$ cat config.mk
export PLATFORM = sky130hd
export DESIGN_NAME = lra_front
export DESIGN_NICKNAME = d
export VERILOG_FILES = /design/src/sv/lra_pkg.sv /design/src/sv/lra_front.sv
export SDC_FILE = /design/constraint.sdc
export NUM_CORES = 2
export LEC_CHECK = 0
export BUFFER_PORTS_ARGS = -buffer_cell sky130_fd_sc_hd__buf_2
export CORE_MARGIN = 2
export CORE_UTILIZATION = 40
export DETAILED_ROUTE_END_ITERATION = 10
export GPL_TIMING_DRIVEN = 1
export HOLD_SLACK_MARGIN = 0.02
export SLEW_MARGIN = 20
export SYNTH_ARGS = -nofsm -noshare
export SYNTH_HDL_FRONTEND = slang
export SYNTH_SLANG_ARGS = --single-unit
$ cat constraint.sdc
create_clock -name clk_i -period 5.9 [get_ports clk_i]
set_input_delay 0.295 -clock clk_i [delete_from_list [all_inputs] [get_ports clk_i]]
set_output_delay 0.295 -clock clk_i [all_outputs]
set_load 0.01 [all_outputs]
$ cat src/sv/lra_pkg.sv
// Types and codes for the letterbox resize addresser.
// No dependencies; used by every module of the block.
package lra_pkg;

  typedef enum logic [2:0] {
    REG_SRC_W     = 3'd0,
    REG_SRC_H     = 3'd1,
    REG_SRC_PITCH = 3'd2,
    REG_DST_W     = 3'd3,
    REG_DST_H     = 3'd4,
    REG_DST_PITCH = 3'd5
  } cfg_reg_e;

  typedef enum logic [2:0] {
    LAY_MUL,
    LAY_SEL,
    LAY_DIV,
    LAY_FIN,
    LAY_DONE
  } lay_state_e;

  localparam logic [13:0] RST_SRC_W     = 14'd1920;
  localparam logic [13:0] RST_SRC_H     = 14'd1080;
  localparam logic [15:0] RST_SRC_PITCH = 16'd7680;
  localparam logic [13:0] RST_DST_W     = 14'd640;
  localparam logic [13:0] RST_DST_H     = 14'd640;
  localparam logic [15:0] RST_DST_PITCH = 16'd2560;

  localparam int unsigned QBITS = 14;  // quotient bits of the per-pixel divide

  typedef struct packed {
    logic [12:0] out_col;
    logic [12:0] out_row;
  } in_t;

  typedef struct packed {
    logic        config_error;
    logic        is_padding;
    logic [12:0] src_col;
    logic [12:0] src_row;
    logic [28:0] src_byte_offset;
    logic [28:0] dst_byte_offset;
    logic [13:0] fit_width;
    logic [13:0] fit_height;
    logic [12:0] margin_left;
    logic [12:0] pad_top;
  } out_t;

  // Layout for front/back; the user keeps it stable while items are in flight.
  typedef struct packed {
    logic        ready;
    logic        err;
    logic [13:0] sw;
    logic [13:0] sh;
    logic [15:0] spitch;
    logic [15:0] tpitch;
    logic [13:0] scw;
    logic [13:0] sch;
    logic [12:0] pl;
    logic [12:0] pt;
  } lay_t;

  typedef struct packed {
    logic        pad;
    logic [26:0] ncol;
    logic [26:0] nrow;
    logic [28:0] doff;
  } q_item_t;

  typedef struct packed {
    logic        pad;
    logic [26:0] rcol;
    logic [26:0] rrow;
    logic [13:0] qcol;
    logic [13:0] qrow;
    logic [28:0] doff;
  } div_t;

endpackage

$ cat src/sv/lra_front.sv
// Front end: accepts pixel coordinates, marks padding, forms dividends.
// Uses lra_pkg; feeds lra_fifo.
module lra_front (
  input  logic             clk_i,
  input  logic             rst_ni,
  input  logic             start_i,
  input  lra_pkg::in_t     item_i,
  input  lra_pkg::lay_t    lay_i,
  input  logic             q_full_i,
  output logic             busy_o,
  output logic             push_o,
  output lra_pkg::q_item_t item_o
);

  logic        v1_q, v2_q;
  logic        advance, accept;
  logic [12:0] col1_q, row1_q, dcol1_q, drow1_q;
  logic        pad1_q;
  logic        pad_n;
  lra_pkg::q_item_t it2_q;

  assign advance = !(v2_q && q_full_i);
  assign busy_o  = !lay_i.ready || !advance;
  assign accept  = start_i && !busy_o;

  assign pad_n = (item_i.out_col < lay_i.pl) ||
                 ({2'b0, item_i.out_col} >= ({2'b0, lay_i.pl} + {1'b0, lay_i.scw})) ||
                 (item_i.out_row < lay_i.pt) ||
                 ({2'b0, item_i.out_row} >= ({2'b0, lay_i.pt} + {1'b0, lay_i.sch}));

  always_ff @(posedge clk_i or negedge rst_ni) begin
    if (!rst_ni) begin
      v1_q <= 1'b0;
      v2_q <= 1'b0;
    end else if (advance) begin
      v1_q <= accept;
      v2_q <= v1_q;
    end
  end

  always_ff @(posedge clk_i) begin
    if (advance) begin
      col1_q  <= item_i.out_col;
      row1_q  <= item_i.out_row;
      pad1_q  <= pad_n;
      dcol1_q <= item_i.out_col - lay_i.pl;
      drow1_q <= item_i.out_row - lay_i.pt;
      // zero dividend on padding so the quotient comes out zero
      it2_q.pad  <= pad1_q;
      it2_q.ncol <= pad1_q ? 27'd0 : 27'(dcol1_q * lay_i.sw);
      it2_q.nrow <= pad1_q ? 27'd0 : 27'(drow1_q * lay_i.sh);
      it2_q.doff <= 29'(row1_q * lay_i.tpitch) + 29'({col1_q, 2'b00});
    end
  end

  assign push_o = v2_q && !q_full_i;
  assign item_o = it2_q;

endmodule

==> results by group <==
Drt
  – Via Count: 19,438
  – Antenna-violating nets left: 0
  – Drt pass-1 iters: 5
  – Iter 0 DRT Violations: 930
  – Drt total wl: 64.57 mm
  – Vias/cell: 4.920
  – DR WL/cell: 16.34 um
  – DR DRC count: 0

Finish
  – Most frequent cells in the layout: 587 x inv_1, 431 x fa_1, 350 x nand2_1
  – Layout Nets: just under 4,000
  – Non-Filler Instances: just under 4,000
  – Fillcell total: 6,124
  – Most common cell after layout, fill and taps aside: inv_1
  – Layout cells sized above 1: 0.1570
  – # diodes: 0
  – Area Growth Syn to Fin: 15.84%

Global routing
  – GRT Max-Usage Layer: met2
  – Congestion Overflow GR: 0
  – GR Util met1: 0.2516
  – Initial antenna violation count: 3
  – GR Util met2: 0.3530
  – Largest net degree at the start of global routing: 66
  – First-pass GRT wire length: 105.8 mm
  – Number of global-route vias before repair: between 20,000 and 25,000
  – GRT Total Usage: 0.1990
  – M3 GR Usage: 0.03456

Logic synthesis
  – Syn Area/Cell: 9.392 um2
  – Post-synthesis cell type count: 63
  – Yosys reg bits: 139
  – Syn nets: 3,662
  – Post-Syn Instances: approximately 2,800
  – Top-area cell type share of the netlist area: 0.3331
  – Post-synth EDFFs: ~140
  – Synth Warn #: 0
  – Post-Synthesis Cell Area: 26,020 um2
  – FFs w/ async S/R, synth: 0.01439
  – Synth area leaders: fa_1 33%, edfxtp_1 16%, ha_1 15%, inv_1 8.6%, and2_1 6.4%
  – Register area share after synthesis: 0.1600
  – Top FF cell, synth: edfxtp_1
  – Area leader, netlist: fa_1

Floorplanning
  – Die Area: 67,120 um2
  – Core area: 64,350 um2
  – Width of the die: ~260 um
  – # IOs: 232
  – Initial Util: 0.4044
  – Rows: 93
  – Die height: 259.1 um

Setup path
  – Reg2Reg Launch Point: row1_q[1]
  – CP max FO: 7
  – Crit path kind: reg2reg
  – Required @ worst endpoint: 6.14 ns
  – Reg2reg end: item_o[28]
  – Reg2reg setup slack: -0.03 ns
  – Depth of the most critical reg-to-reg path: 22
  – Worst setup SP type: flip-flop
  – Arrival time at the worst endpoint: 6.17 ns
  – Crit. End Element: flip-flop

CTS
  – Worst-path clk slew: 0.08 ns
  – Worst-skew pair later-pin latency: 0.48 ns
  – Clock Path Buffers: 2
  – Num CTS Buffers: 17
  – Root Driver: clkbuf_16
  – TritonCTS Sinks: ~140
  – TritonCTS clock tree: done
  – H-tree levels: 4

Worst hold path
  – HP Class: in2reg
  – Worst Hold Launch: lay_i[115]
  – Hold path depth: 3
  – Hold worst-path end: v1_q

Timing
  – Peak Freq: 0.1687 GHz
  – Least-Margin Pin Slew: approximately 0.92 ns
  – Clock Skew: 0.02152 ns
  – Final worst slack: -0.02898 ns
  – Max-slew violations: 0
  – Final period utilization: 1.005
  – Unrepaired setup endpoints after global routing: true
  – Setup-failing EPs final: 2
  – Min cycle time layout: 5.929 ns
  – Slew headroom: 0.3875
  – Fin. Hold Viols: 0

Placed design
  – Hpwl dp: 54.98 mm
  – GP Congestion: a little under 0.9
  – PortBufs: 214
  – Dpl cells: approximately 4,000

Flow run
  – Max Cap Viol: 0

Run status
  – Run status: finished, violations left
  – Failing checks: negative setup slack
[layout make-up]
type	count	area [um2]	area share
Multi-Input combinational cell	1947	19660	0.6520
Tap cell	855	1070	0.03548
Clock inverter	15	191.4	0.006350
Sequential cell	139	4164	0.1381
Clock buffer	17	425.4	0.01411
Timing Repair Buffer	383	2409	0.07989
Inverter	595	2233	0.07408
[synth_stat cells, drive strengths merged, types with 3 or more instances]
library cell    n
xnor2          63
clkbuf         89
inv           595
a211oi         14
xor2           34
nand4           9
o21a           13
a211o           4
nand3          17
o31ai           8
a21boi          7
nor4            3
a31oi          13
nor3           25
nor2           94
nand2         355
edfxtp        137
mux2            3
o21bai         12
and3            6
nor2b          32
a21oi          65
o21ai          51
nand2b         21
ha            312
a21o           41
a41o            3
or3             7
and2          268
fa            433
[kinds of logic (layout without fill, tap and decap cells)]
| kind of cell | count (synthesis) | count (layout) | share of synthesized area |
|---|---|---|---|
| XOR/XNOR | 97 | 97 | 0.03264 |
| AO/OA/AOI/OAI | 259 | 259 | 0.06644 |
| multiplexers | 3 | 3 | 0.001298 |
| adder cells (fa/ha/maj) | 745 | 745 | 0.4831 |
| flip-flops | 139 | 139 | 0.1600 |
| AND/OR/NAND/NOR | 843 | 843 | 0.1577 |
| buffers and inverters | 685 | 1010 | 0.09880 |
[flip-flops by register name (all words and copies together), names as in the netlist]
register and cells:
col1_q 13, item_o 84, pad1_q 1, row1_q 13, v1_q 1, dcol1_q 13, drow1_q 13, v2_q 1
[how the worst max path moves through the flow]
stage / to / depth (start not counted) / startpoint
2_1_floorplan: item_o[27] / 24 / lay_i[61]
3_3_place_gp: item_o[27] / 24 / lay_i[61]
3_5_place_dp: item_o[26] / 24 / lay_i[60]
4_1_cts: item_o[28] / 23 / row1_q[2]
5_1_grt: item_o[26] / 24 / row1_q[2]
6_report: item_o[28] / 22 / row1_q[1]
[routing by layer]
layer	share of wire	vias up
li1	-	9192
met1	0.43	9742
met2	0.51	431
met3	0.054	69
met4	0.015	4
met5	0.00029	-
[critical path, cell delays in order, from the launching register on]
cell      delay (ns)
edfxtp_1        0.40
buf_6           0.15
and2_1          0.17
fa_1            0.53
inv_1           0.05
fa_1            0.48
inv_1           0.06
fa_1            0.48
fa_1            0.51
fa_1            0.52
inv_1           0.06
fa_1            0.48
inv_1           0.06
ha_4            0.29
nand2_1         0.13
nor3_4          0.28
nor4_4          0.08
nor2_2          0.18
a31oi_1         0.13
buf_4           0.17
o31ai_4         0.20
a31oi_1         0.14
xnor2_1         0.14
[metrics by stage]
stage | hold slack, ns | worst slack (ns) | utilization | TNS, ns | cell area [um2]
6_report | 0.07360 | -0.02898 | 0.4685 | -0.03016 | 30150
5_1_grt | 0.04182 | -0.2464 | 0.4685 | -1.221 | 30150
4_1_cts | 0.02297 | -0.1476 | 0.4621 | -0.2445 | 29730
3_5_place_dp | 0.08518 | -0.2742 | 0.4500 | -1.487 | 28950
3_3_place_gp | 0.07923 | -0.1297 | 0.4500 | -0.5131 | 28950
2_1_floorplan | -0.0005911 | 0.04416 | - | 0 | 26030
[timing repair]
action                     in CTS  in global routing
resized for setup              17                 67
hold endpoints to repair        4                  0
pin swaps                       7                 30
hold buffers                    3                  0
cloned                          0                  0
buffers inserted                5                 19
setup endpoints to repair      12                 21
Power is not shown: default switching activity piles up to over one toggle a cycle in this logic, so the estimate is an artifact.
