--- src/sv/lra_pkg.sv ---
// Types and codes for the letterbox resize addresser.
// No dependencies; used by every module of the block.
package lra_pkg;

  typedef enum logic [2:0] {
    REG_SRC_W     = 3'd0,
    REG_SRC_H     = 3'd1,
    REG_SRC_PITCH = 3'd2,
    REG_DST_W     = 3'd3,
    REG_DST_H     = 3'd4,
    REG_DST_PITCH = 3'd5
  } cfg_reg_e;

  typedef enum logic [2:0] {
    LAY_MUL,
    LAY_SEL,
    LAY_DIV,
    LAY_FIN,
    LAY_DONE
  } lay_state_e;

  localparam logic [13:0] RST_SRC_W     = 14'd1920;
  localparam logic [13:0] RST_SRC_H     = 14'd1080;
  localparam logic [15:0] RST_SRC_PITCH = 16'd7680;
  localparam logic [13:0] RST_DST_W     = 14'd640;
  localparam logic [13:0] RST_DST_H     = 14'd640;
  localparam logic [15:0] RST_DST_PITCH = 16'd2560;

  localparam int unsigned QBITS = 14;  // quotient bits of the per-pixel divide

  typedef struct packed {
    logic [12:0] out_col;
    logic [12:0] out_row;
  } in_t;

  typedef struct packed {
    logic        config_error;
    logic        is_padding;
    logic [12:0] src_col;
    logic [12:0] src_row;
    logic [28:0] src_byte_offset;
    logic [28:0] dst_byte_offset;
    logic [13:0] fit_width;
    logic [13:0] fit_height;
    logic [12:0] margin_left;
    logic [12:0] pad_top;
  } out_t;

  // Layout for front/back; the user keeps it stable while items are in flight.
  typedef struct packed {
    logic        ready;
    logic        err;
    logic [13:0] sw;
    logic [13:0] sh;
    logic [15:0] spitch;
    logic [15:0] tpitch;
    logic [13:0] scw;
    logic [13:0] sch;
    logic [12:0] pl;
    logic [12:0] pt;
  } lay_t;

  typedef struct packed {
    logic        pad;
    logic [26:0] ncol;
    logic [26:0] nrow;
    logic [28:0] doff;
  } q_item_t;

  typedef struct packed {
    logic        pad;
    logic [26:0] rcol;
    logic [26:0] rrow;
    logic [13:0] qcol;
    logic [13:0] qrow;
    logic [28:0] doff;
  } div_t;

endpackage

--- src/sv/lra_back.sv ---
// Back end: restoring divide pipeline, byte offsets and the result register.
// Uses lra_pkg; pops lra_fifo each cycle it is not empty, never stalls.
module lra_back (
  input  logic             clk_i,
  input  logic             rst_ni,
  input  logic             vld_i,
  input  lra_pkg::q_item_t item_i,
  input  lra_pkg::lay_t    lay_i,
  output logic             done_o,
  output lra_pkg::out_t    res_o
);

  localparam int unsigned NS = lra_pkg::QBITS;

  lra_pkg::div_t st_q [NS+1];
  logic [NS:0]   vld_q;

  logic          vo_q, done_q;
  logic          pado_q;
  logic [13:0]   qcol_q, qrow_q;
  logic [28:0]   soff_q, doff_q;
  lra_pkg::out_t res_q;

  function automatic lra_pkg::div_t div_step(lra_pkg::div_t s, logic [13:0] dc,
                                             logic [13:0] dr, logic [3:0] b);
    lra_pkg::div_t r;
    logic [27:0]   tc, tr;
    r  = s;
    tc = {14'b0, dc} << b;
    tr = {14'b0, dr} << b;
    if ({1'b0, s.rcol} >= tc) begin
      r.rcol    = 27'({1'b0, s.rcol} - tc);
      r.qcol[b] = 1'b1;
    end
    if ({1'b0, s.rrow} >= tr) begin
      r.rrow    = 27'({1'b0, s.rrow} - tr);
      r.qrow[b] = 1'b1;
    end
    return r;
  endfunction

  always_ff @(posedge clk_i or negedge rst_ni) begin
    if (!rst_ni) begin
      vld_q  <= '0;
      vo_q   <= 1'b0;
      done_q <= 1'b0;
    end else begin
      vld_q  <= {vld_q[NS-1:0], vld_i};
      vo_q   <= vld_q[NS];
      done_q <= vo_q;
    end
  end

  always_ff @(posedge clk_i) begin
    st_q[0].pad  <= item_i.pad;
    st_q[0].rcol <= item_i.ncol;
    st_q[0].rrow <= item_i.nrow;
    st_q[0].qcol <= '0;
    st_q[0].qrow <= '0;
    st_q[0].doff <= item_i.doff;
    // stage k settles quotient bit NS-1-k
    for (int k = 0; k < NS; k++) begin
      st_q[k+1] <= div_step(st_q[k], lay_i.scw, lay_i.sch, 4'(NS - 1 - k));
    end
  end

  always_ff @(posedge clk_i) begin
    pado_q <= st_q[NS].pad;
    qcol_q <= st_q[NS].qcol;
    qrow_q <= st_q[NS].qrow;
    doff_q <= st_q[NS].doff;
    soff_q <= 29'(st_q[NS].qrow * lay_i.spitch) + 29'({st_q[NS].qcol, 2'b00});
  end

  always_ff @(posedge clk_i) begin
    if (lay_i.err) begin
      res_q <= {1'b1, {($bits(lra_pkg::out_t) - 1){1'b0}}};
    end else begin
      res_q.config_error    <= 1'b0;
      res_q.is_padding      <= pado_q;
      res_q.src_col         <= pado_q ? 13'd0 : qcol_q[12:0];
      res_q.src_row         <= pado_q ? 13'd0 : qrow_q[12:0];
      res_q.src_byte_offset <= pado_q ? 29'd0 : soff_q;
      res_q.dst_byte_offset <= doff_q;
      res_q.fit_width       <= lay_i.scw;
      res_q.fit_height      <= lay_i.sch;
      res_q.margin_left     <= lay_i.pl;
      res_q.pad_top         <= lay_i.pt;
    end
  end

  assign done_o = done_q;
  assign res_o  = res_q;

endmodule

--- config.mk ---
export PLATFORM = sky130hd
export DESIGN_NAME = lra_back
export DESIGN_NICKNAME = d
export VERILOG_FILES = /design/src/sv/lra_pkg.sv /design/src/sv/lra_back.sv
export SDC_FILE = /design/constraint.sdc
export NUM_CORES = 2
export LEC_CHECK = 0
export ABC_AREA = 1
export BUFFER_PORTS_ARGS = -buffer_cell sky130_fd_sc_hd__buf_4
export CORE_MARGIN = 2
export CORE_UTILIZATION = 40
export DETAILED_ROUTE_END_ITERATION = 12
export GPL_TIMING_DRIVEN = 0
export SYNTH_ARGS = -nofsm -noshare
export SYNTH_HDL_FRONTEND = slang
export SYNTH_SLANG_ARGS = --single-unit
--- constraint.sdc ---
create_clock -name clk_i -period 5.5 [get_ports clk_i]
set_input_delay 0.55 -clock clk_i [delete_from_list [all_inputs] [get_ports clk_i]]
set_output_delay 0.55 -clock clk_i [all_outputs]
set_load 0.02 [all_outputs]
==> metrics.md <==
| Metric | Value |
|---|---|
| Routed wire length | `around 230 mm` |
| Largest family of logic cells by synthesized area | `simple AND/OR/NAND/NOR gates` |
| #FFs+latches synth | `~1,700` |
| FFs w/ async S/R, synth | `under 10%` |
| M1 WL | `around 110 mm` |
| Core area | `between 0.15 and 0.2 sq mm` |
| Metal3 WL | `between 10 and 15 mm` |
| RSZ-0062 raised after global routing | `false` |
| PnR worst setup slack | `0.1399 ns` |
| Data required, critical path | `6.22 ns` |
| Tcrit/Tclk final | `between 90% and 100%` |
| CTS Buf Count | `175` |
| Cell variety after synth | `55` |
| Top layer in use | `met5` |
| Fin util | `between 40% and 50%` |
| Most frequent cell after synthesis | `nand2_1` |
| CP Launch Type | `register` |
| Max-slew violations | `0` |
| # IOs | `between 300 and 400` |
| Clock Path Buffers | `3` |
| Area share of the largest cell type after synthesis | `approximately two fifths` |
| GRT overflow | `0` |
| Most used DFF post-synth | `dfxtp_1` |
| Hold crit path type | `in -> reg` |
| FP Rows | `~160` |
| WHS Path Cells | `4` |
| H-tree lvl count | `4` |
| Ratio of cells with drive above 1 in the final layout | `about 9.2%` |
| Root Buffer | `clkbuf_16` |
| Hold_ws | `~0.11 ns` |
| Clock slew at reported path FFs | `around 0.06 ns` |
| GRT Util Overall | `21.96%` |
| Antenna violations before repair | `12` |
| Clock Skew | `0.04107 ns` |
| DR iter-0 viols | `about 4,400` |
| Layout net count | `12,200` |
| Routed len/inst | `between 15 and 20 microns` |
| Cells after Synth | `~11,000` |
| Vias in the first global route | `64,420` |
| Fin. Hold Viols | `0` |
| # DRC | `0` |
| Synth area leader | `dfxtp_1` |
| XOR/XNOR Fraction of Synth Area | `roughly 2.4%` |
| Inst Count DP | `approximately 14,000` |
| Outcome | `finished, final reports clean` |
| Area Overhead vs Synth | `16.44%` |
| Via count | `around 67,000` |
| Clk Latency, worst-skew pair | `0.84 ns` |
| Min Tclk post-route | `between 5 and 6 ns` |
| CTS tree | `done` |
| Sink Count | `roughly 1,700` |
| Mapped cell area | `roughly 0.080 sq mm` |
| Arr. time, crit path | `slightly above 6 ns` |
| DR WL met2 | `103.0 mm` |
| Reg2reg path depth | `16` |
| Max_cap viols | `0` |
| Synthesized-area fraction occupied by ao, oa, aoi and oai cells | `roughly 4.4%` |
| Die Ht | `about 450 microns` |
| Synth area leaders | `dfxtp_1 41%, nand2_1 17%, inv_1 8.2%, ha_1 7.5%, fa_1 5.1%` |
| Number of synthesis warnings | `0` |
| GPL Wtd Cong | `roughly 0.94` |
| DR vias/cell | `about 4.7` |
| Critical path class | `reg -> reg` |
| Number of synthesized flops with an enable pin | `0` |
| PortBufs | `~300` |
| Non-Filler Instances | `approximately 14,000` |
| Initial core utilization | `40.18%` |
| Final setup vio count | `0` |
| Multiplexer share of the synthesized area | `0%` |
| Critical Path End Type | `register` |
| DR pass1 iterations | `7` |
| Syn_nets | `roughly 12,000` |
| Simple-gate share of the synthesized area | `roughly 29%` |
| Slew @ Worst Pin | `roughly 1.4 ns` |
| Fmax | `186.6 MHz` |
| Detail Route Antenna Nets | `0` |
| Global-route wire length before repair | `352.6 mm` |
| Max FO, Critical Path | `10` |
| Syn Area/Cell | `7.465 sq um` |
| Post-synthesis adder-cell area fraction | `roughly an eighth` |
| Largest net degree at the start of global routing | `18` |
| Top cells by count, synth | `3,586 x nand2_1, 1,759 x inv_1, 1,641 x dfxtp_1` |
| Die Area | `just over 0.2 sq mm` |
| Pre-CTS setup slack | `-0.9556 ns` |
| Slew margin rel. | `approximately 5.6%` |
| Post-synthesis sequential area ratio | `between 40% and 50%` |
| Die Wd | `roughly 450 microns` |
| Final HPWL DP | `177.4 mm` |
[critical path, cell delays in order (launching register included)]
cell      delay [ns]
dfxtp_2         0.47
clkbuf_4        0.30
nand2_1         0.09
fa_1            0.50
fa_1            0.54
inv_1           0.06
fa_1            0.55
fa_1            0.43
fa_1            0.51
fa_1            0.47
ha_2            0.42
nand2_2         0.12
nor2_2          0.15
and3_1          0.23
nand4_1         0.19
nand4_1         0.16
nand2_1         0.06
[metrics by stage]
| step | instance area (sq um) | TNS [ns] |
|---|---|---|
| 2_1_floorplan | 80140 | 0 |
| 3_3_place_gp | 85700 | -12.09 |
| 3_5_place_dp | 85840 | -12.25 |
| 4_1_cts | 93190 | 0 |
| 5_1_grt | 93310 | 0 |
| 6_report | 93320 | 0 |
[cell usage in the layout (no fill, tap or decap), types with 64 or more instances in the layout]
master	Yosys	layout
fa_1	205	200
nand2_1	3586	3580
clkbuf_16	0	176
nor3_1	72	71
a21oi_2	66	71
xnor2_1	79	79
inv_1	1759	1750
buf_4	14	317
ha_1	480	474
nand4_1	146	146
xor2_1	143	143
o21ai_0	158	156
nor2_1	923	917
nand3_1	595	594
dfxtp_1	1641	1627
a21oi_1	263	257
dlygate4sd3_1	0	113
nand3b_1	72	72
nand2_2	58	64
[kinds of logic (layout without fill, tap and decap cells)]
group                    count (synthesis)  count (layout)
XOR/XNOR                               222             222
flip-flops                            1658            1658
other                                    0               5
AND/OR/NAND/NOR                       5619            5619
buffers and inverters                 1940            2660
adder cells (fa/ha/maj)                685             685
AO/OA/AOI/OAI                          611             611
[what timing repair did]
action                                  4_1_cts  5_1_grt
hold buffers                                113        0
setup buffers                                 1        3
resized for setup                            46       36
endpoints found under the setup margin       19       19
hold endpoints to repair                    129        0
pin swaps                                     3        6
[sequential cells by signal (all words and copies together) (netlist names)]
name and count:
st_q 1416, res_o 140, doff_q 29, soff_q 29, vld_q 15, qcol_q 13, qrow_q 13, done_o 1
pado_q 1, vo_q 1
[final cells by class]
class / count / area [sq um]
antenna: 5 / 12.51
buffer: 111 / 910.9
clock buffer: 226 / 4862
clock inverter: 92 / 1262
fill: 19810 / 106100
inverter: 1809 / 6793
multi-input combinational: 7137 / 39280
sequential: 1658 / 33300
tap: 2656 / 3323
timing repair buffer: 422 / 3568
[path summary, 6_finish.rpt]
| path | startpoint | end | slack (ns) |
|---|---|---|---|
| hold reg to reg | st_q[1][483] | st_q[1][595] | 0.30 |
| setup / recovery | st_q[1][708] | soff_q[22] | 0.14 |
| setup reg to reg | st_q[1][708] | soff_q[22] | 0.14 |
| hold / removal | lay_i[70] | soff_q[1] | 0.11 |
| max in group asynchronous | rst_ni | vld_q[3] | 5.20 |
| min in group asynchronous | rst_ni | vld_q[13] | 0.13 |
[routing by layer]
metal	vias up	GRT usage, %
met5	-	0
met1	30720	29.69
met2	1730	35.94
met3	351	2.892
li1	34070	-
met4	8	7.687
Power is not shown: default switching activity piles up to over one toggle a cycle in this logic, so the estimate is an artifact.
