File: src/sv/lra_pkg.sv
// Types and codes for the letterbox resize addresser.
// No dependencies; used by every module of the block.
package lra_pkg;

  typedef enum logic [2:0] {
    REG_SRC_W     = 3'd0,
    REG_SRC_H     = 3'd1,
    REG_SRC_PITCH = 3'd2,
    REG_DST_W     = 3'd3,
    REG_DST_H     = 3'd4,
    REG_DST_PITCH = 3'd5
  } cfg_reg_e;

  typedef enum logic [2:0] {
    LAY_MUL,
    LAY_SEL,
    LAY_DIV,
    LAY_FIN,
    LAY_DONE
  } lay_state_e;

  localparam logic [13:0] RST_SRC_W     = 14'd1920;
  localparam logic [13:0] RST_SRC_H     = 14'd1080;
  localparam logic [15:0] RST_SRC_PITCH = 16'd7680;
  localparam logic [13:0] RST_DST_W     = 14'd640;
  localparam logic [13:0] RST_DST_H     = 14'd640;
  localparam logic [15:0] RST_DST_PITCH = 16'd2560;

  localparam int unsigned QBITS = 14;  // quotient bits of the per-pixel divide

  typedef struct packed {
    logic [12:0] out_col;
    logic [12:0] out_row;
  } in_t;

  typedef struct packed {
    logic        config_error;
    logic        is_padding;
    logic [12:0] src_col;
    logic [12:0] src_row;
    logic [28:0] src_byte_offset;
    logic [28:0] dst_byte_offset;
    logic [13:0] fit_width;
    logic [13:0] fit_height;
    logic [12:0] margin_left;
    logic [12:0] pad_top;
  } out_t;

  // Layout for front/back; the user keeps it stable while items are in flight.
  typedef struct packed {
    logic        ready;
    logic        err;
    logic [13:0] sw;
    logic [13:0] sh;
    logic [15:0] spitch;
    logic [15:0] tpitch;
    logic [13:0] scw;
    logic [13:0] sch;
    logic [12:0] pl;
    logic [12:0] pt;
  } lay_t;

  typedef struct packed {
    logic        pad;
    logic [26:0] ncol;
    logic [26:0] nrow;
    logic [28:0] doff;
  } q_item_t;

  typedef struct packed {
    logic        pad;
    logic [26:0] rcol;
    logic [26:0] rrow;
    logic [13:0] qcol;
    logic [13:0] qrow;
    logic [28:0] doff;
  } div_t;

endpackage

File: src/sv/lra_layout.sv
// Configuration registers and the letterbox layout solver.
// Uses lra_pkg; writes rerun a shift-subtract divider, skipped on error.
module lra_layout #(
  parameter int unsigned MAX_DIM = 8192
) (
  input  logic               clk_i,
  input  logic               rst_ni,
  input  logic               cfg_we_i,
  input  logic [2:0]         cfg_idx_i,
  input  logic [15:0]        cfg_data_i,
  output lra_pkg::lay_t      lay_o
);

  logic [13:0] sw_q, sh_q, tw_q, th_q;
  logic [15:0] spitch_q, tpitch_q;

  lra_pkg::lay_state_e state_q, state_d;

  logic [27:0] p1_q, p2_q;
  logic        err_q, wide_q;
  logic [28:0] num_q;
  logic [13:0] rem_q;
  logic [13:0] den_q;
  logic [4:0]  cnt_q;
  logic [13:0] scw_q, sch_q;
  logic [12:0] pl_q, pt_q;

  logic        sel_wide;
  logic [14:0] rem_sh;
  logic        rem_ge;
  logic [13:0] lim, clampv, scw_n, sch_n;
  logic        err_n;

  always_ff @(posedge clk_i or negedge rst_ni) begin
    if (!rst_ni) begin
      sw_q     <= lra_pkg::RST_SRC_W;
      sh_q     <= lra_pkg::RST_SRC_H;
      spitch_q <= lra_pkg::RST_SRC_PITCH;
      tw_q     <= lra_pkg::RST_DST_W;
      th_q     <= lra_pkg::RST_DST_H;
      tpitch_q <= lra_pkg::RST_DST_PITCH;
    end else if (cfg_we_i) begin
      unique case (lra_pkg::cfg_reg_e'(cfg_idx_i))
        lra_pkg::REG_SRC_W:     sw_q     <= cfg_data_i[13:0];
        lra_pkg::REG_SRC_H:     sh_q     <= cfg_data_i[13:0];
        lra_pkg::REG_SRC_PITCH: spitch_q <= cfg_data_i;
        lra_pkg::REG_DST_W:     tw_q     <= cfg_data_i[13:0];
        lra_pkg::REG_DST_H:     th_q     <= cfg_data_i[13:0];
        lra_pkg::REG_DST_PITCH: tpitch_q <= cfg_data_i;
        default: ;
      endcase
    end
  end

  assign err_n = (sw_q == 14'd0) || (sh_q == 14'd0) || (tw_q == 14'd0) || (th_q == 14'd0) ||
                 ({3'b0, sw_q} > 17'(MAX_DIM)) || ({3'b0, sh_q} > 17'(MAX_DIM)) ||
                 ({3'b0, tw_q} > 17'(MAX_DIM)) || ({3'b0, th_q} > 17'(MAX_DIM)) ||
                 (spitch_q < {sw_q, 2'b00}) || (tpitch_q < {tw_q, 2'b00});

  assign sel_wide = (p1_q <= p2_q);
  assign rem_sh   = {rem_q, num_q[28]};
  assign rem_ge   = (rem_sh >= {1'b0, den_q});

  // Clamp the rounded ratio to 1..limit.
  always_comb begin
    lim = wide_q ? th_q : tw_q;
    if (num_q == 29'd0) begin
      clampv = 14'd1;
    end else if (num_q > {15'b0, lim}) begin
      clampv = lim;
    end else begin
      clampv = num_q[13:0];
    end
    scw_n = wide_q ? tw_q : clampv;
    sch_n = wide_q ? clampv : th_q;
  end

  always_ff @(posedge clk_i or negedge rst_ni) begin
    if (!rst_ni) begin
      state_q <= lra_pkg::LAY_MUL;
    end else begin
      state_q <= state_d;
    end
  end

  always_comb begin
    state_d = state_q;
    unique case (state_q)
      lra_pkg::LAY_MUL:  state_d = lra_pkg::LAY_SEL;
      lra_pkg::LAY_SEL:  state_d = err_q ? lra_pkg::LAY_FIN : lra_pkg::LAY_DIV;
      lra_pkg::LAY_DIV:  state_d = (cnt_q == 5'd0) ? lra_pkg::LAY_FIN : lra_pkg::LAY_DIV;
      lra_pkg::LAY_FIN:  state_d = lra_pkg::LAY_DONE;
      lra_pkg::LAY_DONE: state_d = lra_pkg::LAY_DONE;
      default:           state_d = lra_pkg::LAY_MUL;
    endcase
    // any write restarts the solve from the new registers
    if (cfg_we_i) begin
      state_d = lra_pkg::LAY_MUL;
    end
  end

  always_ff @(posedge clk_i) begin
    case (state_q)
      lra_pkg::LAY_MUL: begin
        p1_q  <= tw_q * sh_q;
        p2_q  <= th_q * sw_q;
        err_q <= err_n;
      end
      lra_pkg::LAY_SEL: begin
        wide_q <= sel_wide;
        den_q  <= sel_wide ? sw_q : sh_q;
        num_q  <= sel_wide ? ({1'b0, p1_q} + 29'(sw_q[13:1]))
                           : ({1'b0, p2_q} + 29'(sh_q[13:1]));
        rem_q  <= 14'd0;
        cnt_q  <= 5'd28;
      end
      lra_pkg::LAY_DIV: begin
        if (rem_ge) begin
          rem_q <= 14'(rem_sh - {1'b0, den_q});
        end else begin
          rem_q <= rem_sh[13:0];
        end
        num_q <= {num_q[27:0], rem_ge};
        cnt_q <= cnt_q - 5'd1;
      end
      lra_pkg::LAY_FIN: begin
        scw_q <= scw_n;
        sch_q <= sch_n;
        pl_q  <= 13'((tw_q - scw_n) >> 1);
        pt_q  <= 13'((th_q - sch_n) >> 1);
      end
      default: ;
    endcase
  end

  always_comb begin
    lay_o.ready  = (state_q == lra_pkg::LAY_DONE);
    lay_o.err    = err_q;
    lay_o.sw     = sw_q;
    lay_o.sh     = sh_q;
    lay_o.spitch = spitch_q;
    lay_o.tpitch = tpitch_q;
    lay_o.scw    = scw_q;
    lay_o.sch    = sch_q;
    lay_o.pl     = pl_q;
    lay_o.pt     = pt_q;
  end

endmodule

File: config.mk
export PLATFORM = sky130hd
export DESIGN_NAME = lra_layout
export DESIGN_NICKNAME = d
export VERILOG_FILES = /design/src/sv/lra_pkg.sv /design/src/sv/lra_layout.sv
export SDC_FILE = /design/constraint.sdc
export NUM_CORES = 2
export LEC_CHECK = 0
export BUFFER_PORTS_ARGS = -buffer_cell sky130_fd_sc_hd__buf_2
export CAP_MARGIN = 20
export CORE_ASPECT_RATIO = 1.1
export CORE_UTILIZATION = 29
export DETAILED_ROUTE_END_ITERATION = 8
export PLACE_DENSITY = 0.56
export SKIP_LAST_GASP = 1
export SYNTH_ARGS = -nofsm -noshare
export SYNTH_HDL_FRONTEND = slang
export SYNTH_SLANG_ARGS = --single-unit
File: constraint.sdc
create_clock -name clk_i -period 8.2 [get_ports clk_i]
set_input_delay 1.64 -clock clk_i [delete_from_list [all_inputs] [get_ports clk_i]]
set_output_delay 1.64 -clock clk_i [all_outputs]
set_load 0.03 [all_outputs]
==> metrics.md <==
| Metric | Value |
|---|---|
| Critical Path, Cell by Cell | nand2_1 -> fa_1 -> fa_1 -> fa_1 -> inv_1 -> fa_1 -> fa_1 -> inv_1 -> fa_1 -> inv_1 -> ha_1 -> a21o_1 -> a21o_1 -> a21oi_1 -> inv_1 -> o2bb2ai_1 -> o41a_1 -> o22a_1 -> o41ai_4 -> o2111ai_1 -> a21oi_1 -> xnor2_1 |
| Post-DP Area | 30610 um2 |
| Seq/Total Area, Yosys | 26.52% |
| Adder-Cell Fraction of Synth Area | 34.23% |
| Area delta synth->final | 11.69% |
| #FFs+latches synth | 265 |
| Cells after Synth | 2913 |
| Required time worst endpoint | 8540 ps |
| Vias in the first global route | 21.75k |
| Synth top area cells | fa_1 (20%), edfxtp_1 (18%), ha_1 (14%) |
| CORE AREA | 96330 um2 |
| IO Pins | 138 |
| GPL Wtd Cong | 0.9016 |
| Crit-path slowest cell | dfrtp_1 |
| Initial antenna violation count | 1 |
| Buffer depth of the longest clock path | 3 |
| Reg clk slew, reported paths | 60 ps |
| Yosys top cell by area | fa_1 |
| R2R Setup Slk | 1170 ps |
| Minimum clock period | 7029 ps |
| Commonest cells in the synthesized netlist | inv_1 (458), ha_1 (317), nand2_1 (317), fa_1 (287), and2_1 (180) |
| Worst Hold Class | flip-flop to flip-flop |
| Die W | 300.2 um |
| Multiplexer share of the synthesized area | 4.097% |
| Num CTS Buffers | 30 |
| Post-CTS Hold Buffers | 0 |
| Post-cts repair resize count | 0 |
| DRT antenna net count | 0 |
| Clock root cell | clkbuf_16 |
| Ys flop type | edfxtp_1 |
| Core Util, Final | 32.90% |
| Final net count | 3640 |
| Hold path depth | 1 |
| Fin. Hold Viols | 0 |
| Largest family of logic cells by synthesized area | adder cells |
| Final setup fails | 0 |
| Synth warnings | 0 |
| Starting Density | 29.45% |
| Post-Route Skew | 51.26 ps |
| Syn Nets | 3539 |
| Post-synth EDFFs | 174 |
| Crit Reg-Reg Startpoint | th_q[5] |
| Hpwl dp | 66630 um |
| Number of port buffers | 137 |
| Xor-xnor portion of the synthesized cell area | 3.920% |
| Simple logic cell fraction of the synthesized area | 14.34% |
| Worst setup path category | flip-flop to flip-flop |
| Post-Route WL | 83900 um |
| Post-DR wirelength/cell | 19.48 um |
| Highest clock rate | 142.3 MHz |
| Synth top area share | 20.25% |
| Drt initial violations | 1257 |
| Ant diodes | 0 |
| Via count | 20.99k |
| Clock sinks | 265 |
| FF-to-FF End | p2_q[27] |
| Via/cell ratio | 4.872 |
| # DRC | 0 |
| TritonRoute pass-1 iters | 5 |
| RSZ-0062 raised after global routing | false |
| Post-Syn Area | 28370 um2 |
| Netlist cell types | 79 |
| # rows | 119 |
| Compound-Gate Fraction of Synth Area | 9.248% |
| CTS tree | built |
| GRT overflow | 0 |
| CP most frequent cell | fa_1 |
| DP Cell Count | 4250 |
| Final Cell Area | 31690 um2 |
| Worst setup SP type | flip-flop |
| MaxCap Viol Count | 0 |
| Total negative slack | 0 ps |
| Worst hold start | spitch_q[0] |
| Worst Hold End | spitch_q[0] |
| Final Slew Violations | 0 |
| First-pass GRT wire length | 131300 um |
| Max incr delay on CP | 790 ps |
| Final Cycle Share | 85.72% |
| Finished Layout Cells | 4308 |
| Setup Buffers After CTS | 0 |
| Largest net degree at the start of global routing | 58 |
| Crit-path max FO | 19 |
| Overall Global Routing Usage | 17.18% |
| Die ar. | 99090 um2 |
| H-tree Lvls | 1 |
| Synthesized area per cell | 9.740 um2 |
| Crit end category | flip-flop |
| Clk_lat worst skew | 600 ps |
| Die height | 330.1 um |
| Arr. time, crit path | 7370 ps |
| Max-slew headroom | 28.83% |
| Slew @ Worst Pin | 1060 ps |
| Status | finished, final reports clean |
| Layout cells sized above 1 | 11.69% |
| Async SR Flop Fraction | 34.34% |
| Top-count cell post-synth | inv_1 |
| Worst R2R Path Depth | 22 |
kinds of logic after synthesis:
| family | Yosys count |
|---|---|
| and+or+nand+nor | 837 |
| adders and majority gates | 604 |
| buffers and inverters | 575 |
| AOI/OAI and AO/OA | 398 |
| DFF | 265 |
| xor gates and xnor gates | 127 |
| muxes | 107 |
flip-flops by register name (all words and copies together), names as in the netlist, 14 cells and up:
register  flops
sh_q         14
scw_q        14
p2_q         28
th_q         14
p1_q         28
den_q        14
spitch_q     16
sw_q         14
tpitch_q     16
tw_q         14
num_q        29
sch_q        14
rem_q        14
final cells by class:
type	instances	area, um2
Clock buffer	35	789.5
Clock inverter	21	246.5
Fill cell	9971	64640
Inverter	460	1727
Multi-Input combinational cell	2073	18740
Sequential cell	265	7525
Tap cell	1270	1589
Timing Repair Buffer	184	1069
worst max-delay path, delay by kind of cell (launching register included):
kind	cells	cell delay, ps
XOR/XNOR	1	80
AO/OA/AOI/OAI	9	2010
buffers and inverters	4	230
AND/OR/NAND/NOR	1	180
adder cells (fa/ha/maj)	7	3490
flip-flops	1	790
stage by stage:
stage,hold WS (ps),setup WS (ps)
CTS,509.4,1193
global placement,483.8,1183
floorplan,503.3,1399
finish,506.9,1171
detailed placement,495.0,1162
global route,532.7,863.9
layer usage:
metal / global-route usage (%) / wire length, um / part of all wire (%) / up-vias
li1: - / - / - / 9801
met1: 21.08 / 34440 / 41 / 10571
met2: 30.51 / 41740 / 50 / 477
met3: 1.868 / 3715 / 4.4 / 139
met4: 7.087 / 3988 / 4.8 / 2
met5: 0 / 13 / 0.015 / -
how the worst max path moves through the flow:
stage | startpoint | end | slack, ps | depth (start not counted)
CTS | sw_q[4] | p2_q[27] | 1190 | 23
floorplan | sw_q[7] | p2_q[27] | 1400 | 23
global route | th_q[5] | p2_q[27] | 860 | 22
finish | th_q[5] | p2_q[27] | 1170 | 22
detailed placement | sw_q[4] | p2_q[27] | 1160 | 23
global placement | sw_q[4] | p2_q[27] | 1180 | 23
placed cells by master (no fill, tap or decap), types with 46 or more instances in the layout:
cell	Yosys	routed
inv_1	458	458
ha_1	317	317
nand2_1	317	316
fa_1	287	287
and2_1	180	180
edfxtp_1	174	174
buf_2	2	136
nor2_1	128	128
a21oi_1	105	105
xnor2_1	77	77
o21ai_0	77	77
mux2_2	73	73
dfrtp_1	73	73
a21o_1	52	52
xor2_1	50	50
buf_4	2	46
Power is not shown: default switching activity piles up to over one toggle a cycle in this logic, so the estimate is an artifact.
