$ cat config.mk
export PLATFORM = sky130hd
export DESIGN_NAME = lra_fifo
export DESIGN_NICKNAME = d
export VERILOG_FILES = /design/src/sv/lra_pkg.sv /design/src/sv/lra_fifo.sv
export SDC_FILE = /design/constraint.sdc
export NUM_CORES = 1
export LEC_CHECK = 0
export BUFFER_PORTS_ARGS = -buffer_cell sky130_fd_sc_hd__buf_2
export CAP_MARGIN = 25
export CORE_MARGIN = 5
export CORE_UTILIZATION = 30
export CTS_BUF_LIST = sky130_fd_sc_hd__clkbuf_2 sky130_fd_sc_hd__clkbuf_4 sky130_fd_sc_hd__clkbuf_8
export CTS_CLUSTER_SIZE = 24
export DETAILED_ROUTE_END_ITERATION = 6
export PLACE_DENSITY = 0.53
export RECOVER_POWER = 50
export SLEW_MARGIN = 20
export SYNTH_ARGS = -nofsm -noshare
export SYNTH_HDL_FRONTEND = slang
export SYNTH_SLANG_ARGS = --single-unit
$ cat constraint.sdc
create_clock -name clk_i -period 9.5 [get_ports clk_i]
set_clock_uncertainty 0.15 [all_clocks]
set_input_delay 0.475 -clock clk_i [delete_from_list [all_inputs] [get_ports clk_i]]
set_output_delay 0.475 -clock clk_i [all_outputs]
set_load 0.01 [all_outputs]
$ cat src/sv/lra_pkg.sv
// Types and codes for the letterbox resize addresser.
// No dependencies; used by every module of the block.
package lra_pkg;

  typedef enum logic [2:0] {
    REG_SRC_W     = 3'd0,
    REG_SRC_H     = 3'd1,
    REG_SRC_PITCH = 3'd2,
    REG_DST_W     = 3'd3,
    REG_DST_H     = 3'd4,
    REG_DST_PITCH = 3'd5
  } cfg_reg_e;

  typedef enum logic [2:0] {
    LAY_MUL,
    LAY_SEL,
    LAY_DIV,
    LAY_FIN,
    LAY_DONE
  } lay_state_e;

  localparam logic [13:0] RST_SRC_W     = 14'd1920;
  localparam logic [13:0] RST_SRC_H     = 14'd1080;
  localparam logic [15:0] RST_SRC_PITCH = 16'd7680;
  localparam logic [13:0] RST_DST_W     = 14'd640;
  localparam logic [13:0] RST_DST_H     = 14'd640;
  localparam logic [15:0] RST_DST_PITCH = 16'd2560;

  localparam int unsigned QBITS = 14;  // quotient bits of the per-pixel divide

  typedef struct packed {
    logic [12:0] out_col;
    logic [12:0] out_row;
  } in_t;

  typedef struct packed {
    logic        config_error;
    logic        is_padding;
    logic [12:0] src_col;
    logic [12:0] src_row;
    logic [28:0] src_byte_offset;
    logic [28:0] dst_byte_offset;
    logic [13:0] fit_width;
    logic [13:0] fit_height;
    logic [12:0] margin_left;
    logic [12:0] pad_top;
  } out_t;

  // Layout for front/back; the user keeps it stable while items are in flight.
  typedef struct packed {
    logic        ready;
    logic        err;
    logic [13:0] sw;
    logic [13:0] sh;
    logic [15:0] spitch;
    logic [15:0] tpitch;
    logic [13:0] scw;
    logic [13:0] sch;
    logic [12:0] pl;
    logic [12:0] pt;
  } lay_t;

  typedef struct packed {
    logic        pad;
    logic [26:0] ncol;
    logic [26:0] nrow;
    logic [28:0] doff;
  } q_item_t;

  typedef struct packed {
    logic        pad;
    logic [26:0] rcol;
    logic [26:0] rrow;
    logic [13:0] qcol;
    logic [13:0] qrow;
    logic [28:0] doff;
  } div_t;

endpackage

$ cat src/sv/lra_fifo.sv
// Two-word queue between the front end and the divide pipeline.
// Uses lra_pkg for the word type.
module lra_fifo (
  input  logic             clk_i,
  input  logic             rst_ni,
  input  logic             push_i,
  input  lra_pkg::q_item_t wdata_i,
  input  logic             pop_i,
  output logic             full_o,
  output logic             empty_o,
  output lra_pkg::q_item_t rdata_o
);

  lra_pkg::q_item_t mem_q [2];
  logic             wr_q, rd_q;
  logic [1:0]       cnt_q;
  logic             do_pop;

  assign full_o  = (cnt_q == 2'd2);
  assign empty_o = (cnt_q == 2'd0);
  assign do_pop  = pop_i && !empty_o;
  assign rdata_o = mem_q[rd_q];

  always_ff @(posedge clk_i or negedge rst_ni) begin
    if (!rst_ni) begin
      wr_q  <= 1'b0;
      rd_q  <= 1'b0;
      cnt_q <= 2'd0;
    end else begin
      if (push_i) begin
        wr_q <= !wr_q;
      end
      if (do_pop) begin
        rd_q <= !rd_q;
      end
      cnt_q <= cnt_q + {1'b0, push_i} - {1'b0, do_pop};
    end
  end

  always_ff @(posedge clk_i) begin
    if (push_i) begin
      mem_q[wr_q] <= wdata_i;
    end
  end

endmodule

==> results.sh, run 1 <==
export IMPL_status="finished, violations left"
export IMPL_violations="max-capacitance violations, max-slew violations"
export IMPL_slew_viol_final=74
export IMPL_worst_setup_path_type="reg2reg"
export IMPL_synth_seq_cells=172
export IMPL_met3_length_um=977
export IMPL_initial_core_util_pct=30.7
export IMPL_worst_hold_path_type="in2reg"
export IMPL_final_cells=749
export IMPL_antennaDiodeCount=0
export IMPL_die_area_um2=23900
export IMPL_synth_top_area_share_pct=80.5
export IMPL_cp_end_kind="flip-flop"
export IMPL_path_cells="and2_0 -> buf_4"
export IMPL_dr_pass1_iters=4
export IMPL_rows=52
export IMPL_slew_headroom_pct=-64.3
export IMPL_power_frac_comb_pct=28.8
export IMPL_drtIter0Drc=118
export IMPL_setup_violations_final=0
export IMPL_post_cts_repair_setup_buffers=0
export IMPL_overflow=0
export IMPL_ioPinCount=174
export IMPL_synthMuxAreaShare_pct=15.1
export IMPL_clk_pin_slew_ns=0.09
export IMPL_synth_top_family_by_area="multiplexers"
export IMPL_synth_seq_area_share_pct=82.1
export IMPL_grt_pass1_vias=3507
export IMPL_postRouteWirelength_um=12000
export IMPL_place_ws_ns=7.11
export IMPL_cts_sinks=172
export IMPL_die_x_um=155
export IMPL_cts_resized=0
export IMPL_clk_insertion_delay_late_ns=0.43
export IMPL_portBuffers=173
export IMPL_cellPowerDensity_nw_per_um2=280
export IMPL_cpPeakStageDelay_ns=1.62
export IMPL_fin_crit_ns=3.45
export IMPL_route_detailed_drc=0
export IMPL_viasPerCell=4.20
export IMPL_maxUsedRoutingLayer="met4"
export IMPL_seq_power_share_pct=47.9
export IMPL_grt_setup_unrepaired="no"
export IMPL_track_usage_pct=10.2
export IMPL_min_delay_start="wdata_i[75]"
export IMPL_antenna_found_initial=0
export IMPL_dp_cells=716
export IMPL_internal_power_uw=1520
export IMPL_p_sw_share_pct=30.3
export IMPL_core_area_um2=20400
export IMPL_wl_met2_um=5910
export IMPL_p_clk_share_pct=23.3
export IMPL_leakagePower_uw=0.00277
export IMPL_drv_cap=2
export IMPL_synth_fa_ha_area_share_pct=0.399
export IMPL_synth_compound_area_share_pct=0.120
export IMPL_ys_warnings_count=0
export IMPL_dr_total_vias=3143
export IMPL_worstSetupStartpoint="wr_q"
export IMPL_arrival_ns=3.38
export IMPL_ys_types=15
export IMPL_cts_path_max_buffers=2
export IMPL_setup_ws_ns=6.05
export IMPL_yosys_area_top_type="edfxtp_1"
export IMPL_hold_buffers=1
export IMPL_die_h_um=155
export IMPL_cp_required_ns=9.42
export IMPL_wl_per_cell_um=16.0
export IMPL_regToRegStartpoint="wr_q"
export IMPL_drive_gt1_share_pct=39.5
export IMPL_layout_nets=556
export IMPL_finalSetupTns_ns=0
export IMPL_syn_cell_area_um2=6270
export IMPL_wl_met1_um=4950
export IMPL_place_gp_congestion=0.685
export IMPL_syn_area_per_cell_um2=22.5
export IMPL_htreeDepth=4
export IMPL_cp_start_kind="flip-flop"
export IMPL_syn_to_final_growth_pct=24.0
export IMPL_slowest_stage="and2_0"
export IMPL_max_slew_worst_pin_slew_ns=2.46
export IMPL_cp_max_fo=54
export IMPL_grt_pass1_wl_um=18600
export IMPL_grt_start_max_net_pins=86
export IMPL_fillers=1983
export IMPL_synth_xor_area_share_pct=0.559
export IMPL_max_freq_ghz=0.290
export IMPL_yosys_top_cells_area="edfxtp_1 (80%), mux2_1 (9.0%), mux2_2 (6.1%)"
export IMPL_min_period_over_period_pct=36.4
export IMPL_ir_worst_vdd_v=0.000107
export IMPL_root_buffer="clkbuf_8"
export IMPL_switchingPower_uw=660
export IMPL_postRouteAntennaNets=0
export IMPL_numCtsBuffers=17
export IMPL_cts_tree="built"
export IMPL_dpl_hpwl_um=7880
export IMPL_netlist_instances=278
export IMPL_yosys_area_share_simple_pct=0.359
export IMPL_synth_net_count=368
export IMPL_hold_viol=0
metrics by stage:
step                      hold slack, ns  total power, uW  cell area [um2]  util, %
after floorplan                   0.0294             1470             6270        -
after global placement             0.133             1700             7440     36.4
after detailed placement           0.135             1710             7440     36.4
after CTS                         0.0165             2230             7850     38.4
after global routing              0.0139             2310             7770     38.0
final                             0.0678             2180             7770     38.0
layout make-up:
class                   instances  area, um2  area share (%)
clock buffers                  17        234            3.01
clock inverters                15        161            2.08
inverters                       2       7.51          0.0966
multi-input cells              95       1040            13.4
flip-flops and latches        172       5150            66.2
well taps                     270        338            4.35
repair buffers                178        840            10.8
flip-flops by register name, summed over array words and instances (netlist names):
register,count
mem_q,168
cnt_q,2
rd_q,1
wr_q,1
cells in the final DEF, fill, tap and decap left out:
cell type / instances
inv_8: 1
nor2b_1: 1
nor2b_4: 1
dlygate4sd3_1: 1
xor2_1: 2
nor2_1: 1
xnor2_1: 2
clkbuf_8: 17
inv_6: 5
mux2_2: 34
ha_1: 2
clkinv_4: 3
dfrtp_4: 1
clkinv_2: 1
bufinv_16: 2
clkinv_1: 2
clkbuf_1: 54
inv_1: 2
clkinvlp_4: 1
mux2_1: 50
buf_2: 120
buf_4: 2
and2_0: 1
buf_6: 1
dfrtp_1: 3
edfxtp_1: 168
o21a_1: 1
layer usage:
metal | track usage, % | vias up
li1 | - | 1472
met1 | 11.5 | 1547
met2 | 17.3 | 113
met3 | 4.22 | 11
met4 | 3.66 | 0
met5 | 0 | -
power by group through the flow:
stage,sequential (uW),combinational [uW],clock [uW]
floorplan,1060,413,0
global placement,1050,651,0
detailed placement,1060,653,0
CTS,1040,658,530
global route,1060,688,566
finish,1040,626,508
final timing paths:
check	slack (ns)	to	depth (start not counted)
worst max-delay path	6.05	mem_q[1][17]	2
worst min-delay path	0.07	mem_q[0][75]	1
worst max register to register	6.05	mem_q[1][17]	2
worst min register to register	0.40	wr_q	1
max in group asynchronous	8.73	rd_q	2
min in group asynchronous	0.27	cnt_q[0]	2
worst max-delay path: cells and delay by family, from the launching register on:
kind | cells | cell delay, ns
simple gates | 1 | 1.62
buf+inv | 1 | 0.80
flops | 1 | 0.43
synth_stat cells (all sizes together):
| cell | count |
|---|---|
| buf | 9 |
| o21a | 1 |
| mux2 | 84 |
| and2 | 1 |
| ha | 2 |
| nor2b | 2 |
| nor2 | 1 |
| inv | 2 |
| xor2 | 2 |
| dfrtp | 4 |
| edfxtp | 168 |
| xnor2 | 2 |
kinds of logic (layout without fill, tap and decap cells):
family	count (synthesis)	after routing
AO/OA/AOI/OAI	1	1
XOR/XNOR	4	4
adder cells (fa/ha/maj)	2	2
buffers and inverters	11	212
flip-flops	172	172
multiplexers	84	84
AND/OR/NAND/NOR	4	4
Note: power is estimated with default switching activity, not from simulation.
==> inputs of run 2 (changes only) <==
Clock period 9.5 ns to 3.22 ns, I/O delays scaled along.
==> results.sh, run 2 (synthesis gave the netlist of run 1 again) <==
export IMPL_status="finished, violations left"
export IMPL_violations="max-capacitance violations, max-slew violations"
export IMPL_grt_pass1_vias=3941
export IMPL_worst_setup_path_type="in2reg"
export IMPL_dr_total_vias=3429
export IMPL_largest_registers="mem_q x168, cnt_q x2"
export IMPL_cpPeakStageDelay_ns=1.48
export IMPL_cp_start_kind="input pin"
export IMPL_max_slew_worst_pin_slew_ns=2.06
export IMPL_mostFrequentLayoutCells="edfxtp_1 (168), buf_2 (107), dlygate4sd3_1 (88), clkbuf_1 (65), mux2_1 (50)"
export IMPL_die_x_um=155
export IMPL_cp_max_fo=84
export IMPL_grt_start_max_net_pins=85
export IMPL_postRouteAntennaNets=0
export IMPL_viasPerCell=4.11
export IMPL_crit_top_cell="buf_2"
export IMPL_worst_hold_path_type="in2reg"
export IMPL_root_buffer="clkbuf_8"
export IMPL_setup_violations_final=0
export IMPL_slowest_stage="buf_2"
export IMPL_drive_gt1_share_pct=31.3
export IMPL_die_area_um2=23900
export IMPL_largest_reg_flops=168
export IMPL_clk_insertion_delay_late_ns=0.44
export IMPL_layout_nets=642
export IMPL_postRouteWirelength_um=12700
export IMPL_drv_cap=1
export IMPL_slew_headroom_pct=-37.1
export IMPL_cts_sinks=172
export IMPL_ioPinCount=174
export IMPL_path_cells="dlygate4sd3_1 -> buf_2 -> nor2b_4 -> buf_2"
export IMPL_ir_worst_vdd_v=0.000409
export IMPL_grt_pass1_wl_um=20200
export IMPL_cts_resized=0
export IMPL_leakagePower_uw=0.00312
export IMPL_largest_register="mem_q"
export IMPL_max_freq_ghz=0.373
export IMPL_cp_end_kind="flip-flop"
export IMPL_finalSetupTns_ns=0
export IMPL_cellPowerDensity_nw_per_um2=768
export IMPL_clk_pin_slew_ns=0.09
export IMPL_place_gp_congestion=0.690
export IMPL_cts_tree="built"
export IMPL_fin_crit_ns=2.68
export IMPL_hold_viol=0
export IMPL_wl_per_cell_um=15.1
export IMPL_syn_to_final_growth_pct=38.5
export IMPL_utilization_pct=42.5
export IMPL_die_h_um=155
export IMPL_htreeDepth=4
export IMPL_final_common_cell="edfxtp_1"
export IMPL_core_area_um2=20400
export IMPL_drtIter0Drc=72
export IMPL_dr_pass1_iters=4
export IMPL_cts_path_max_buffers=2
export IMPL_route_detailed_drc=0
export IMPL_overflow=0
export IMPL_numCtsBuffers=17
export IMPL_min_period_over_period_pct=83.2
export IMPL_initial_core_util_pct=30.7
export IMPL_track_usage_pct=10.8
export IMPL_dpl_hpwl_um=8090
export IMPL_rows=52
export IMPL_slew_viol_final=85
export IMPL_antenna_found_initial=0
export IMPL_cp_required_ns=3.09
export IMPL_portBuffers=173
export IMPL_antennaDiodeCount=0
export IMPL_arrival_ns=2.55
export IMPL_grt_setup_unrepaired="no"
[run 2: final timing paths]
| kind | from | end | slack [ns] | cells after the start |
|---|---|---|---|---|
| setup reg to reg | wr_q | mem_q[0][26] | 0.54 | 2 |
| hold / removal | wdata_i[27] | mem_q[0][27] | 0.29 | 2 |
| setup / recovery | push_i | mem_q[0][26] | 0.54 | 4 |
| min in group asynchronous | rst_ni | wr_q | 0.47 | 3 |
| max in group asynchronous | rst_ni | rd_q | 2.26 | 3 |
| hold reg to reg | wr_q | wr_q | 0.40 | 1 |
[run 2: final cells by class]
class                      instances  area [um2]
tap                              270         338
timing repair buffer             264        1710
clock inverter                    14         191
clock buffer                      18         241
sequential                       172        5150
inverter                           2        7.51
multi-input combinational         95        1050
fill                            1905       11700
[run 2: critical path, delay by kind of cell]
family / cells / cell delay, ns
buffers and inverters: 3 / 2.16
and+or+nand+nor: 1 / 0.14
[run 2: per-layer routing]
metal | routed length, um | vias to the layer above | GRT usage, %
li1 | - | 1642 | -
met3 | 760 | 8 | 3.35
met4 | 120 | 0 | 3.53
met1 | 5300 | 1668 | 13.0
met5 | 0 | - | 0
met2 | 6470 | 111 | 18.7
[run 2: timing repair]
| item | 4_1_cts | 5_1_grt |
|---|---|---|
| hold buffers | 88 | 0 |
| hold endpoints to repair | 175 | 0 |
| buffers inserted | 0 | 0 |
[run 2: power by group]
part	switching (uW)	internal (uW)
clock	768	859
combinational	996	869
sequential	194	2980
total	1960	4710
[run 2: per-stage QoR]
| stage | hold WS (ns) | setup WS, ns | instance area [um2] | total power [uW] | cells |
|---|---|---|---|---|---|
| finish | 0.291 | 0.540 | 8680 | 6670 | 835 |
| global route | 0.249 | 0.379 | 8680 | 7060 | 835 |
| CTS | 0.225 | 0.662 | 8780 | 6820 | 835 |
| detailed placement | -0.178 | 1.19 | 7470 | 5070 | 715 |
| global placement | -0.178 | 1.19 | 7470 | 5050 | 715 |
| floorplan | -0.285 | 0.0429 | 6270 | 4340 | 278 |
==> inputs of run 3 (changes only) <==
Clock period 3.22 ns to 2.53 ns, I/O delays scaled along.
==> results.sh, run 3 (synthesis gave the netlist of run 1 again) <==
export IMPL_grt_pass1_vias=3853
export IMPL_die_h_um=155
export IMPL_clk_pin_slew_ns=0.08
export IMPL_clk_insertion_delay_late_ns=0.42
export IMPL_cp_start_kind="flip-flop"
export IMPL_hold_viol=0
export IMPL_cp_required_ns=2.25
export IMPL_cp_end_kind="output pin"
export IMPL_place_gp_congestion=0.712
export IMPL_worst_setup_path_type="reg2out"
export IMPL_viasPerCell=4.12
export IMPL_postRouteAntennaNets=0
export IMPL_met3_length_um=751
export IMPL_fillers=1899
export IMPL_largest_registers="mem_q x168, cnt_q x2"
export IMPL_antenna_found_initial=1
export IMPL_cts_resized=0
export IMPL_cp_max_fo=21
export IMPL_arrival_ns=1.96
export IMPL_initial_core_util_pct=30.7
export IMPL_route_detailed_drc=0
export IMPL_numCtsBuffers=17
export IMPL_die_x_um=155
export IMPL_drive_gt1_share_pct=32.9
export IMPL_maxUsedRoutingLayer="met4"
export IMPL_dpl_hpwl_um=8180
export IMPL_min_to="mem_q[0][78]"
export IMPL_r2r_cells=2
export IMPL_ir_worst_vdd_v=0.000412
export IMPL_largest_reg_flops=168
export IMPL_leakagePower_uw=0.00314
export IMPL_die_area_um2=23900
export IMPL_wl_met1_um=5540
export IMPL_cpPeakStageDelay_ns=0.68
export IMPL_slowest_stage="dfrtp_4"
export IMPL_postRouteWirelength_um=13000
export IMPL_wl_met2_um=6540
export IMPL_fin_crit_ns=2.24
export IMPL_status="complete, no violations"
export IMPL_ioPinCount=174
export IMPL_cts_tree="built"
export IMPL_setup_ws_ns=0.293
export IMPL_max_freq_ghz=0.447
export IMPL_cts_sinks=172
export IMPL_mostFrequentLayoutCells="edfxtp_1 (168), buf_2 (116), dlygate4sd3_1 (88), clkbuf_1 (57), mux2_1 (50)"
export IMPL_overflow=0
export IMPL_track_usage_pct=10.9
export IMPL_syn_to_final_growth_pct=38.2
export IMPL_slew_headroom_pct=15.7
export IMPL_largest_register="mem_q"
export IMPL_root_buffer="clkbuf_8"
export IMPL_worst_hold_path_type="in2reg"
export IMPL_hold_path_cell_count=2
export IMPL_layout_nets=646
export IMPL_setup_violations_final=0
export IMPL_utilization_pct=42.4
export IMPL_grt_start_max_net_pins=47
export IMPL_regToRegStartpoint="wr_q"
export IMPL_drv_cap=0
export IMPL_r2r_setup_slack_ns=0.43
export IMPL_regToRegEndpoint="mem_q[1][31]"
export IMPL_rows=52
export IMPL_final_common_cell="edfxtp_1"
export IMPL_place_ws_ns=0.493
export IMPL_wl_per_cell_um=15.4
export IMPL_path_cells="buf_4 -> mux2_2 -> buf_2"
export IMPL_dr_total_vias=3459
export IMPL_portBuffers=173
export IMPL_cellPowerDensity_nw_per_um2=960
export IMPL_drtIter0Drc=109
export IMPL_cts_path_max_buffers=2
export IMPL_finalSetupTns_ns=0
export IMPL_min_delay_start="wdata_i[78]"
export IMPL_core_area_um2=20400
export IMPL_dr_pass1_iters=5
export IMPL_grt_setup_unrepaired="no"
export IMPL_min_period_over_period_pct=88.4
export IMPL_slew_viol_final=0
export IMPL_htreeDepth=4
export IMPL_max_slew_worst_pin_slew_ns=1.26
export IMPL_grt_pass1_wl_um=20000
## run 3: cell count changes in the layout (fill, tap and decap cells not counted), moves of 2 or more
cell / before / now
clkbuf_4: 1 / 3
buf_2: 107 / 116
clkbuf_1: 65 / 57
buf_4: 0 / 3
bufinv_16: 4 / 2
## run 3: how the worst max path moves through the flow
stage | startpoint | endpoint | cells after the start
global route | rd_q | rdata_o[69] | 3
floorplan | wr_q | mem_q[0][0] | 1
global placement | rd_q | rdata_o[2] | 3
CTS | rd_q | rdata_o[1] | 3
detailed placement | rd_q | rdata_o[1] | 3
finish | rd_q | rdata_o[1] | 3
## run 3: critical path, delay by kind of cell (launching register included)
kind                   cells  cell delay [ns]
buffers and inverters      2             0.48
DFF                        1             0.68
muxes                      1             0.37
## run 3: area by class of cell
type / count / area [um2] / area share (%)
sequential: 172 / 5150 / 59.4
timing repair buffer: 268 / 1750 / 20.2
multi-input combinational: 95 / 1040 / 12.0
tap: 270 / 338 / 3.90
clock buffer: 20 / 256 / 2.96
clock inverter: 11 / 119 / 1.37
inverter: 2 / 7.51 / 0.0867
antenna: 1 / 2.50 / 0.0289
## run 3: layer usage
layer	GRT usage, %	up-vias
met5	0	-
met4	3.07	0
met3	4.02	10
met2	18.8	104
met1	12.8	1690
li1	-	1655
## run 3: report_power, final
part,internal [uW],total [uW],switching [uW]
Clock,905,1840,932
Sequential,3790,4000,207
Combinational,1140,2480,1340
Total,5840,8320,2480
## run 3: repair_timing
item	in CTS	in global routing
hold buffers	88	0
endpoints found under the setup margin	5	0
hold endpoints to repair	175	0
buffers inserted	1	0
## run 3: through the flow
step / std cells / hold WS, ns / power [uW] / area (um2)
floorplan: 278 / -0.319 / 5500 / 6280
global placement: 718 / -0.208 / 6450 / 7490
finish: 839 / 0.256 / 8320 / 8660
CTS: 838 / 0.205 / 8560 / 8760
global route: 839 / 0.212 / 8820 / 8660
detailed placement: 718 / -0.208 / 6510 / 7490
